===== src/sv/ffba_pkg.sv =====
// Shared types and codes for the first-fit bump block allocator.
`default_nettype none

package ffba_pkg;

   localparam logic OP_ALLOC = 1'b0;
   localparam logic OP_FREE  = 1'b1;

   localparam logic [2:0] STATUS_OK        = 3'd0;
   localparam logic [2:0] STATUS_EXHAUSTED = 3'd1;
   localparam logic [2:0] STATUS_FULL      = 3'd2;
   localparam logic [2:0] STATUS_NOT_FOUND = 3'd3;
   localparam logic [2:0] STATUS_MISMATCH  = 3'd4;

   localparam logic [16:0] POOL_BYTES_RESET = 17'h10000;

   typedef struct packed {
      logic        op;
      logic [16:0] req_size;
      logic [3:0]  align_log2;
      logic [15:0] free_offset;
   } req_item_type;

   typedef struct packed {
      logic [2:0]  status;
      logic [15:0] block_offset;
      logic [16:0] bytes_in_use;
   } rsp_item_type;

   typedef struct packed {
      logic [16:0] offset;
      logic [16:0] size;
      logic        free;
   } tbl_entry_type;

endpackage

`default_nettype wire


===== src/sv/ffba_table.sv =====
// Block table memory: one write port, one read port, registered read data.
`default_nettype none

module ffba_table
   import ffba_pkg::*;
#(
   parameter int DEPTH = 64,
   parameter int IDX_W = 6
) (
   input  wire logic          clock,
   input  wire logic          wr_en,
   input  wire logic [IDX_W-1:0] wr_addr,
   input  wire tbl_entry_type wr_data,
   input  wire logic [IDX_W-1:0] rd_addr,
   output tbl_entry_type      rd_data
);

   tbl_entry_type mem [DEPTH];
   tbl_entry_type rd_data_ff;

   always_ff @(posedge clock) begin
      if (wr_en) begin
         mem[wr_addr] <= wr_data;
      end
      rd_data_ff <= mem[rd_addr];
   end

   assign rd_data = rd_data_ff;

endmodule

`default_nettype wire


===== src/sv/ffba_seq.sv =====
// Request sequencer: table scan, tail carve and result register.
`default_nettype none

module ffba_seq
   import ffba_pkg::*;
#(
   parameter int MAX_BLOCKS     = 64,
   parameter int POOL_ADDR_BITS = 16,
   parameter int IDX_W          = 6
) (
   input  wire logic             clock,
   input  wire logic             reset,
   input  wire logic             start,
   output logic                  busy,
   input  wire req_item_type     req_data,
   input  wire logic [16:0]      pool_bytes,
   output logic                  rsp_strobe,
   output rsp_item_type          rsp_data,
   output logic                  tbl_we,
   output logic [IDX_W-1:0]      tbl_waddr,
   output tbl_entry_type         tbl_wdata,
   output logic [IDX_W-1:0]      tbl_raddr,
   input  wire tbl_entry_type    tbl_rdata
);

   localparam int CNT_W = $clog2(MAX_BLOCKS + 1);
   localparam int AW    = 20;
   localparam logic [AW-1:0] ADDR_CAP =
      (POOL_ADDR_BITS >= AW) ? {AW{1'b1}} : (AW'(1) << POOL_ADDR_BITS);
   localparam logic [CNT_W-1:0] MAX_CNT = CNT_W'(MAX_BLOCKS);

   typedef enum logic [1:0] {
      S_IDLE,
      S_SCAN,
      S_ALIGN,
      S_CHECK
   } state_type;

   state_type        state_ff;
   req_item_type     req_ff;
   logic [CNT_W-1:0] scan_idx_ff;
   logic [CNT_W-1:0] count_ff;
   logic [16:0]      tail_ff;
   logic [AW-1:0]    aligned_ff;
   logic [AW-1:0]    usable_ff;
   logic             rsp_strobe_ff;
   rsp_item_type     rsp_data_ff;

   logic [AW-1:0]    amask;
   logic             align_ok;
   logic             alloc_hit;
   logic             free_hit;
   logic             size_eq;
   logic             in_table;
   logic [AW-1:0]    end_sum;
   logic             tail_fail;
   logic             table_full;
   logic [CNT_W-1:0] next_idx;

   always_comb begin
      amask      = (AW'(1) << req_ff.align_log2) - AW'(1);
      align_ok   = ((AW'(tbl_rdata.offset) & amask) == '0);
      alloc_hit  = tbl_rdata.free && (tbl_rdata.size >= req_ff.req_size) && align_ok;
      free_hit   = (tbl_rdata.offset == {1'b0, req_ff.free_offset});
      size_eq    = (tbl_rdata.size == req_ff.req_size);
      in_table   = (scan_idx_ff < count_ff);
      end_sum    = aligned_ff + AW'(req_ff.req_size);
      tail_fail  = (end_sum > usable_ff) || (aligned_ff >= ADDR_CAP);
      table_full = (count_ff >= MAX_CNT);
      next_idx   = scan_idx_ff + CNT_W'(1);
   end

   always_comb begin
      tbl_raddr = (state_ff == S_IDLE) ? '0 : next_idx[IDX_W-1:0];
      tbl_we    = 1'b0;
      tbl_waddr = scan_idx_ff[IDX_W-1:0];
      tbl_wdata = tbl_rdata;
      case (state_ff)
         S_SCAN: begin
            if (in_table) begin
               if (req_ff.op == OP_ALLOC) begin
                  tbl_we         = alloc_hit;
                  tbl_wdata.free = 1'b0;
               end else begin
                  tbl_we         = free_hit && size_eq;
                  tbl_wdata.free = 1'b1;
               end
            end
         end
         S_CHECK: begin
            tbl_we           = !tail_fail && !table_full;
            tbl_waddr        = count_ff[IDX_W-1:0];
            tbl_wdata.offset = aligned_ff[16:0];
            tbl_wdata.size   = req_ff.req_size;
            tbl_wdata.free   = 1'b0;
         end
         default: begin
            tbl_we = 1'b0;
         end
      endcase
   end

   always_ff @(posedge clock) begin
      if (reset) begin
         state_ff      <= S_IDLE;
         rsp_strobe_ff <= 1'b0;
         count_ff      <= '0;
         tail_ff       <= '0;
      end else begin
         rsp_strobe_ff <= 1'b0;
         case (state_ff)
            S_IDLE: begin
               if (start) begin
                  req_ff      <= req_data;
                  scan_idx_ff <= '0;
                  state_ff    <= S_SCAN;
               end
            end
            S_SCAN: begin
               if (!in_table) begin
                  if (req_ff.op == OP_ALLOC) begin
                     state_ff <= S_ALIGN;
                  end else begin
                     rsp_strobe_ff            <= 1'b1;
                     rsp_data_ff.status       <= STATUS_NOT_FOUND;
                     rsp_data_ff.block_offset <= '0;
                     rsp_data_ff.bytes_in_use <= tail_ff;
                     state_ff                 <= S_IDLE;
                  end
               end else if (req_ff.op == OP_ALLOC) begin
                  if (alloc_hit) begin
                     rsp_strobe_ff            <= 1'b1;
                     rsp_data_ff.status       <= STATUS_OK;
                     rsp_data_ff.block_offset <= tbl_rdata.offset[15:0];
                     rsp_data_ff.bytes_in_use <= tail_ff;
                     state_ff                 <= S_IDLE;
                  end else begin
                     scan_idx_ff <= next_idx;
                  end
               end else begin
                  if (free_hit) begin
                     rsp_strobe_ff            <= 1'b1;
                     rsp_data_ff.status       <= size_eq ? STATUS_OK : STATUS_MISMATCH;
                     rsp_data_ff.block_offset <= '0;
                     rsp_data_ff.bytes_in_use <= tail_ff;
                     state_ff                 <= S_IDLE;
                  end else begin
                     scan_idx_ff <= next_idx;
                  end
               end
            end
            S_ALIGN: begin
               aligned_ff <= (AW'(tail_ff) + amask) & ~amask;
               usable_ff  <= (AW'(pool_bytes) < ADDR_CAP) ? AW'(pool_bytes) : ADDR_CAP;
               state_ff   <= S_CHECK;
            end
            S_CHECK: begin
               rsp_strobe_ff <= 1'b1;
               state_ff      <= S_IDLE;
               if (tail_fail) begin
                  rsp_data_ff.status       <= STATUS_EXHAUSTED;
                  rsp_data_ff.block_offset <= '0;
                  rsp_data_ff.bytes_in_use <= tail_ff;
               end else if (table_full) begin
                  rsp_data_ff.status       <= STATUS_FULL;
                  rsp_data_ff.block_offset <= '0;
                  rsp_data_ff.bytes_in_use <= tail_ff;
               end else begin
                  count_ff                 <= count_ff + CNT_W'(1);
                  tail_ff                  <= end_sum[16:0];
                  rsp_data_ff.status       <= STATUS_OK;
                  rsp_data_ff.block_offset <= aligned_ff[15:0];
                  rsp_data_ff.bytes_in_use <= end_sum[16:0];
               end
            end
            default: begin
               state_ff <= S_IDLE;
            end
         endcase
      end
   end

   assign busy       = (state_ff != S_IDLE);
   assign rsp_strobe = rsp_strobe_ff;
   assign rsp_data   = rsp_data_ff;

endmodule

`default_nettype wire


===== src/sv/first_fit_bump_block_allocator.sv =====
// Top level of the first-fit bump block allocator with its APB register.
//
//   port group   direction   handshake                    beat
//   req_data     in          start & !busy                one request
//   rsp_data     out         rsp_strobe (one cycle)       one result
//   apb          in/out      psel & penable & pready      pool_bytes
//
// A request scans the block table one entry per cycle through the table
// memory's read port. A hit ends the scan; a free that misses every entry
// returns NOT_FOUND, and an alloc that misses goes on to the ALIGN and CHECK tail carve.
// busy is high from accept until the result.
// Reset clears the entry count, the tail and pool_bytes to 65536; the table
// itself needs no clearing. The receiver cannot stall; results never wait.
`default_nettype none

module first_fit_bump_block_allocator
   import ffba_pkg::*;
#(
   parameter int MAX_BLOCKS     = 64,
   parameter int POOL_ADDR_BITS = 16
) (
   input  wire logic         clock,
   input  wire logic         reset,
   input  wire logic         start,
   output logic              busy,
   input  wire req_item_type req_data,
   output logic              rsp_strobe,
   output rsp_item_type      rsp_data,
   input  wire logic         psel,
   input  wire logic         penable,
   input  wire logic         pwrite,
   input  wire logic [2:0]   paddr,
   input  wire logic [31:0]  pwdata,
   output logic [31:0]       prdata,
   output logic              pready
);

   localparam int IDX_W = (MAX_BLOCKS > 1) ? $clog2(MAX_BLOCKS) : 1;

   logic [16:0]   pool_ff;
   logic          tbl_we;
   logic [IDX_W-1:0] tbl_waddr;
   logic [IDX_W-1:0] tbl_raddr;
   tbl_entry_type tbl_wdata;
   tbl_entry_type tbl_rdata;

   always_ff @(posedge clock) begin
      if (reset) begin
         pool_ff <= POOL_BYTES_RESET;
      end else if (psel && penable && pwrite && pready && !paddr[2]) begin
         pool_ff <= pwdata[16:0];
      end
   end

   assign pready = 1'b1;
   assign prdata = paddr[2] ? '0 : {15'd0, pool_ff};

   ffba_seq #(
      .MAX_BLOCKS     (MAX_BLOCKS),
      .POOL_ADDR_BITS (POOL_ADDR_BITS),
      .IDX_W          (IDX_W)
   ) u_seq (
      .clock      (clock),
      .reset      (reset),
      .start      (start),
      .busy       (busy),
      .req_data   (req_data),
      .pool_bytes (pool_ff),
      .rsp_strobe (rsp_strobe),
      .rsp_data   (rsp_data),
      .tbl_we     (tbl_we),
      .tbl_waddr  (tbl_waddr),
      .tbl_wdata  (tbl_wdata),
      .tbl_raddr  (tbl_raddr),
      .tbl_rdata  (tbl_rdata)
   );

   ffba_table #(
      .DEPTH (MAX_BLOCKS),
      .IDX_W (IDX_W)
   ) u_table (
      .clock   (clock),
      .wr_en   (tbl_we),
      .wr_addr (tbl_waddr),
      .wr_data (tbl_wdata),
      .rd_addr (tbl_raddr),
      .rd_data (tbl_rdata)
   );

endmodule

`default_nettype wire


===== config.mk =====
export PLATFORM = sky130hd
export DESIGN_NAME = first_fit_bump_block_allocator
export DESIGN_NICKNAME = d
export VERILOG_FILES = /design/src/sv/ffba_pkg.sv /design/src/sv/ffba_table.sv /design/src/sv/ffba_seq.sv /design/src/sv/first_fit_bump_block_allocator.sv
export SDC_FILE = /design/constraint.sdc
export NUM_CORES = 2
export LEC_CHECK = 0
export BUFFER_PORTS_ARGS = -buffer_cell sky130_fd_sc_hd__buf_4
export CORE_AREA = 10 10 426 428
export DETAILED_ROUTE_END_ITERATION = 8
export DIE_AREA = 0 0 436 438
export PLACE_DENSITY = 0.73
export RECOVER_POWER = 50
export SYNTH_ARGS = -nofsm -noshare
export SYNTH_HDL_FRONTEND = slang
export SYNTH_HIERARCHICAL = 1
export SYNTH_SLANG_ARGS = --single-unit

===== constraint.sdc =====
create_clock -name clock -period 6.6 [get_ports clock]
set_clock_uncertainty 0.1 [all_clocks]
set_input_delay 0.66 -clock clock [delete_from_list [all_inputs] [get_ports clock]]
set_output_delay 0.66 -clock clock [all_outputs]
set_load 0.05 [all_outputs]

==> Word-level counts from Yosys, hierarchy flattened <==
Memory sizes are Yosys's and may differ from the RTL's. A register that Yosys moved wholly into a read port is not among the register bits.
Index checks and enable logic that the tools add are counted.
{ "totals": {"regBits": 165, "ram_bits": 2240, "input_bits": 79, "out_inout_bits": 71, "wordCells": 109, "n_memories": 1} }
{ "memory_table": {"columns": ["memory", "depth", "word_bits", "rd", "rd_clocked_by_memory_dff", "write_ports", "line", "source"], "rows": [
  ["u_table.mem", 64, 35, 1, 1, 1, "ffba_table.sv:18", "tbl_entry_type mem [DEPTH];"]
]} }
{ "classes": {"add_sub_neg": 5, "n_lt_le_gt_ge": 6, "eq_ne": 13, "shifts": 1, "mux": 39, "bitwise": 6, "reduce_logical": 22} }
{ "ops": {"columns": ["op", "count"], "rows": [
  ["36-bit two-way mux", 6],
  ["36-bit one-hot mux with 2 select lines", 1],
  ["35-bit two-way mux", 1],
  ["7-bit two-way mux", 5],
  ["34-bit two-way mux", 1],
  ["17-bit by 20-bit adder with 20-bit output", 1],
  ["20-bit by 17-bit adder with 20-bit output", 1],
  ["17-bit by 20-bit AND with 20-bit output", 1],
  ["20-bit AND", 1],
  ["20-bit by 17-bit greater-or-equal comparator with 1-bit output, second input constant", 1],
  ["20-bit > comparator", 1],
  ["20-bit zero test", 1],
  ["20-bit NOT", 1],
  ["1-bit by 4-bit << shifter with 20-bit output, first input constant", 1],
  ["20-bit by 2-bit subtractor with 20-bit output, second input constant", 1],
  ["17-bit by 16-bit == test with 1-bit output", 1],
  ["17-bit == test", 1],
  ["17-bit greater-or-equal comparator", 1],
  ["17-bit < comparator, second input constant", 1],
  ["17-bit two-way mux", 1],
  ["7-bit by 1-bit adder with 7-bit output, second input constant", 2],
  ["7-bit one-hot mux with 2 select lines", 1],
  ["2-bit two-way mux", 6],
  ["6-bit two-way mux", 2],
  ["25 further kinds", 52]
]} }

==> Logic depth before layout (Yosys ltp) <==
{ "logic_depth": {"ltp_word": 10, "ltp_mapped": 18, "depth_no_buf": 18} }

==> Hierarchy <==
Netlist, hierarchy kept.
{ "by_module_without_submodules": {"columns": ["module", "instances", "cells_each", "area_each_um2", "seq_area_each_um2"], "rows": [
  ["ffba_table", 1, 3835, 86173.9, 67965.2],
  ["ffba_seq", 1, 941, 8936.1, 4083.9],
  ["first_fit_bump_block_allocator", 1, 110, 1026.0, 340.3]
]} }

==> Worst setup path before layout <==
OpenSTA, ideal clock, no wires.
{ "synth_timing": {"path_type": "register -> register", "start": "reg u_seq/req_ff[20] in the netlist's numbering", "end": "mem u_table/mem[49][0] in the netlist's numbering (enable)", "setup_ns": 0.471, "arrival_time_ns": 6.452, "required_time_ns": 6.029, "setup_slack_ns": -0.422, "stages_incl_launch_ff": 19, "n_path_buf": 0, "synth_period_minus_slack_ns": 7.022, "path_cell_list": "edfxtp_1 > ha_1 > fa_1 > a21o_1 > a2bb2oi_1 > o211ai_1 > a31oi_1 > xnor2_1 > ha_1 > a21o_1 > a221o_1 > a21oi_1 > o2111ai_1 > a21bo_2 > nor2_1 > a21o_1 > nor2b_1 > nand4_1 > nor3_1"} }
{ "synth_between": {"elab_chain_cells": 8, "word_cells_on_any_way": 15, "classes_between": "add/sub: 1; order compare: 2; eq/ne: 1; mux: 5; reduce/logical: 6"} }
{ "synth_lines": {"columns": ["element", "line", "source"], "rows": [
  ["start, declared", "ffba_seq.sv:40", "req_item_type req_ff;"],
  ["start signal, assigned", "ffba_seq.sv:114", "req_ff <= req_data;"],
  ["20-bit by 17-bit adder with 20-bit output", "ffba_seq.sv:67", "end_sum = aligned_ff + AW'(req_ff.req_size);"],
  ["via u_seq.end_sum[14]", "ffba_seq.sv:55", "logic [AW-1:0] end_sum;"],
  ["20-bit > comparator", "ffba_seq.sv:68", "tail_fail = (end_sum > usable_ff) || (aligned_ff >= ADDR_CAP);"],
  ["1-bit logical OR", "ffba_seq.sv:68", null],
  ["1-bit zero test", "ffba_seq.sv:91", "tbl_we = !tail_fail && !table_full;"],
  ["1-bit logical AND", "ffba_seq.sv:91", null],
  ["1-bit one-hot mux with 2 select lines", "ffba_seq.sv:78", "case (state_ff)"],
  ["via tbl_we", "first_fit_bump_block_allocator.sv:41", "logic tbl_we;"],
  ["1-bit two-way mux", "ffba_table.sv:22", "if (wr_en) begin"],
  ["1-bit two-way mux (implied by the code)", "ffba_table.sv:23", "mem[wr_addr] <= wr_data;"],
  ["end, declared", "ffba_table.sv:18", null]
]} }
The timed path passes the listed nets, and every way through them passes these cells.

==> Worst setup path in the final report <==
{ "layout_timing": {"start": "reg u_seq/req_ff[16] in the netlist's numbering", "end": "mem u_table/mem[15][12] in the netlist's numbering (enable)"} }
{ "layout_between": {"elab_chain_cells": 10} }
{ "layout_lines": {"columns": ["element", "line", "source"], "rows": [
  ["1-bit by 4-bit << shifter with 20-bit output", "ffba_seq.sv:61", "amask = (AW'(1) << req_ff.align_log2) - AW'(1);"],
  ["20-bit by 2-bit subtractor with 20-bit output", "ffba_seq.sv:61", null],
  ["17-bit by 20-bit AND with 20-bit output", "ffba_seq.sv:62", "align_ok = ((AW'(tbl_rdata.offset) & amask) == '0);"],
  ["20-bit zero test", "ffba_seq.sv:62", null],
  ["1-bit logical AND", "ffba_seq.sv:63", "alloc_hit = tbl_rdata.free && (tbl_rdata.size >= req_ff.req_size) && align_ok;"],
  ["1-bit two-way mux", "ffba_seq.sv:81", "if (req_ff.op == OP_ALLOC) begin"],
  ["1-bit two-way mux", "ffba_seq.sv:80", "if (in_table) begin"],
  ["1-bit one-hot mux with 2 select lines", "ffba_seq.sv:78", null],
  ["via tbl_we", "first_fit_bump_block_allocator.sv:41", null],
  ["1-bit two-way mux", "ffba_table.sv:22", null],
  ["1-bit two-way mux (implied by the code)", "ffba_table.sv:23", null]
]} }
The timed path passes the listed nets, and every way through them passes these cells.

==> out/metrics.yaml <==
logic_synthesis:
  synth_edf_count: 2358
  syn_inst: 4886
  synthTopCellsByArea: "edfxtp_1, mux4_2, mux2i_1, dfxtp_1, ha_1"
  yosys_register_bits: 2437
  synth_top_area_share_pct: 73.7
  yosysWarningCount: 6
  synth_largest_area_cell: "edfxtp_1"
  synth-seq-area-share_pct: 75.3
  async_flop_share_pct: 0
  syn_avg_cell_area_um2: 19.7
  syn-cell-area_um2: 96100
  ys_types: 80
  synthFlopType: "edfxtp_1"
global_routing:
  grt_pass1_vias: 50296
  grt_pass1_wl_mm: 366
  grt_max_degree: 101
  antenna_found_initial: 13
  overflow: 0
  grtUsageTotal_pct: 26.5
sta:
  slew_headroom_pct: -142
  finalSetupViolCount: 0
  fmax_ghz: 0.158
  slew_violations: 2338
  rsz0062_at_grt: "no"
  min_period_ns: 6.34
  worst_pin_slew_ns: 3.63
  hold_violations: 0
  fin_setup_tns_ns: 0
  fin_crit_sh_pct: 96.1
cts:
  clock-sinks: 2437
  cts_buffer_depth: 3
  cts_tree: "built"
  clk_latency_ns: 0.86
  root_buffer: "clkbuf_16"
  cts_made_buffers: 227
  htree_levels: 4
  path_clk_slew_ns: 0.07
floorplan:
  dieArea_um2: 191000
  die_h_um: 438
  rows: 153
  initial_utilization_pct: 55.6
  die_x_um: 436
  core-area_um2: 173000
  ios: 150
flow_run:
  cap_violations: 38
placed_design:
  hpwl_mm: 156
  port_buffers: 116
  dp.cells: 7290
  finalWeightedCongestion: 0.927
power:
  p_leak_uw: 0.0342
  ir_drop_v: 0.000264
  powerDensity_nw_per_um2: 335
drt:
  via_per_inst: 6.56
  avgRoutedWirePerCell_um: 33.0
  vias: 50990
  drt_iter0_markers: 7234
  wirelength_mm: 257
  ant_nets: 0
  post-route-drc-count: 0
  first_pass_iters: 7
outcome:
  status: "complete, but fails checks"
  violations: "capacitance limit, slew limit"
setup_path:
  worstReg2RegEnd: "u_table/mem[15][12]$_DFFE_PP_"
  critPathRequiredTime_ns: 6.98
  worstPathArrival_ns: 6.72
  crit_path_end_kind: "flop"
  startpoint_type: "flop"
  path_max_fanout: 34
  ff2ff_path_depth: 13
  r2r_setup_slack_ns: 0.26
  critPathKind: "reg -> reg"
  r2r_start: "u_seq/req_ff[16]$_DFFE_PP_"
hold_path:
  min-delay-start: "reset"
  hp-class: "in -> reg"
  hold_depth: 2
finish:
  drive_gt1_share_pct: 23.5
  syn2layout_area_growth_pct: 13.7
  fin_cells: 7778
  nets: 5414
[routing by layer]
metal | global-route usage (%) | part of all wire (%) | routed length [um]
met5 | 0 | 0.019 | 48
met4 | 12.5 | 5.4 | 13900
met3 | 5.96 | 11 | 28500
met2 | 42.3 | 48 | 124000
met1 | 34.8 | 35 | 90500
[critical path, cell delays in order, from the launching register on]
cell and delay (ns):
edfxtp_1 0.62, or4_1 0.62, ha_1 0.40, inv_1 0.24, xnor2_1 0.16, a221o_1 0.39
a221o_1 0.27, nor4_1 1.06, mux2_2 0.38, a21o_1 0.42, nand4_1 0.25, buf_4 0.34
nor2_4 0.15, buf_4 0.52
[cell usage after synthesis (18+ instances only)]
cell type	count
o21ai_0	80
clkbuf_1	142
o221ai_1	51
o22ai_1	91
dfxtp_1	79
nor3_1	27
a211oi_1	18
ha_1	77
inv_1	63
a21oi_1	77
nand2_1	223
mux2i_1	174
mux4_2	486
a22oi_1	58
nor2b_1	59
nand3_1	96
edfxtp_1	2358
nand4_1	57
buf_4	49
nor2_1	146
a21o_1	19
buf_2	57
xor2_1	27
and3_1	21
xnor2_1	20
a221o_1	36
mux2_2	68
nand2b_1	52
[power breakdown]
group	switching, uW	internal (uW)
sequential	192	18500
combinational	3600	1150
clock	5690	7480
total	9480	27100
[cells by family after synthesis]
kind of cell               share of synthesized area (%)
DFF                                                 75.3
and+or+nand+nor                                     3.80
muxes                                               14.0
AOI/OAI and AO/OA                                   3.66
buffers and inverters                               1.74
adders and majority gates                           1.04
xor gates and xnor gates                           0.428
other                                             0.0117
[worst max path at each step]
| stage | slack [ns] | cells after the start | from | end |
|---|---|---|---|---|
| final | 0.26 | 13 | u_seq/req_ff[16]$_DFFE_PP_ | u_table/mem[15][12]$_DFFE_PP_ |
| after global routing | 0.11 | 19 | u_seq/req_ff[20]$_DFFE_PP_ | u_table/mem[39][1]$_DFFE_PP_ |
| after CTS | 0.21 | 19 | u_seq/req_ff[20]$_DFFE_PP_ | u_table/mem[48][25]$_DFFE_PP_ |
| after detailed placement | 0.25 | 19 | u_seq/req_ff[20]$_DFFE_PP_ | u_table/mem[48][25]$_DFFE_PP_ |
| after global placement | 0.36 | 19 | u_seq/req_ff[20]$_DFFE_PP_ | u_table/mem[48][22]$_DFFE_PP_ |
| after floorplan | 0.42 | 18 | u_seq/req_ff[20]$_DFFE_PP_ | u_table/mem[62][0]$_DFFE_PP_ |
[per-stage QoR]
stage,utilization (%),area (um2),setup slack [ns],power (uW),hold WS (ns)
floorplan,-,96200,0.425,21300,0.353
global placement,58.7,102000,0.364,23500,0.374
detailed placement,58.7,102000,0.255,23600,0.374
CTS,63.4,110000,0.213,36600,0.233
global route,63.1,109000,0.106,37500,0.279
finish,63.1,109000,0.258,36600,0.281
[area by class of cell]
cell class	instances	area (um2)
inverters	63	236
diodes	4	10.0
fillers	11629	63800
flip-flops and latches	2437	72400
clock inverters	147	1600
well taps	2325	2910
multi-input cells	2123	22900
clock buffers	275	5910
repair buffers	404	3350
[repair_timing]
item,4_1_cts,5_1_grt
setup buffers,0,6
hold buffers,56,0
endpoints found under the setup margin,0,54
hold endpoints to repair,56,0
resized for setup,0,0
[registers in the layout, indices dropped and copies added (netlist names), 7 cells and up, named ones only]
name               flops
u_table/mem         2240
u_seq/req_ff          38
u_seq/rsp_data        36
u_seq/usable_ff       17
u_seq/aligned_ff      20
u_seq/scan_idx_ff      7
pool_ff               17
u_seq/tail_ff         17
u_seq/count_ff         7
u_table/rd_data       35
[placed cells by master (no fill, tap or decap), types with 56 or more instances in the layout]
cell type and instances:
a22oi_1 58, mux4_2 486, clkbuf_1 123, nand3_1 96
dlygate4sd3_1 56, ha_1 77, nor2_1 78, edfxtp_1 2358
nand4_1 57, buf_4 180, clkbuf_16 228, o21ai_0 66
inv_1 63, a21oi_1 77, mux2_2 68, mux2i_1 174
nand2_1 206, dfxtp_1 79, nor2_4 68, o22ai_1 91
Note: power is estimated with default switching activity, not from simulation.
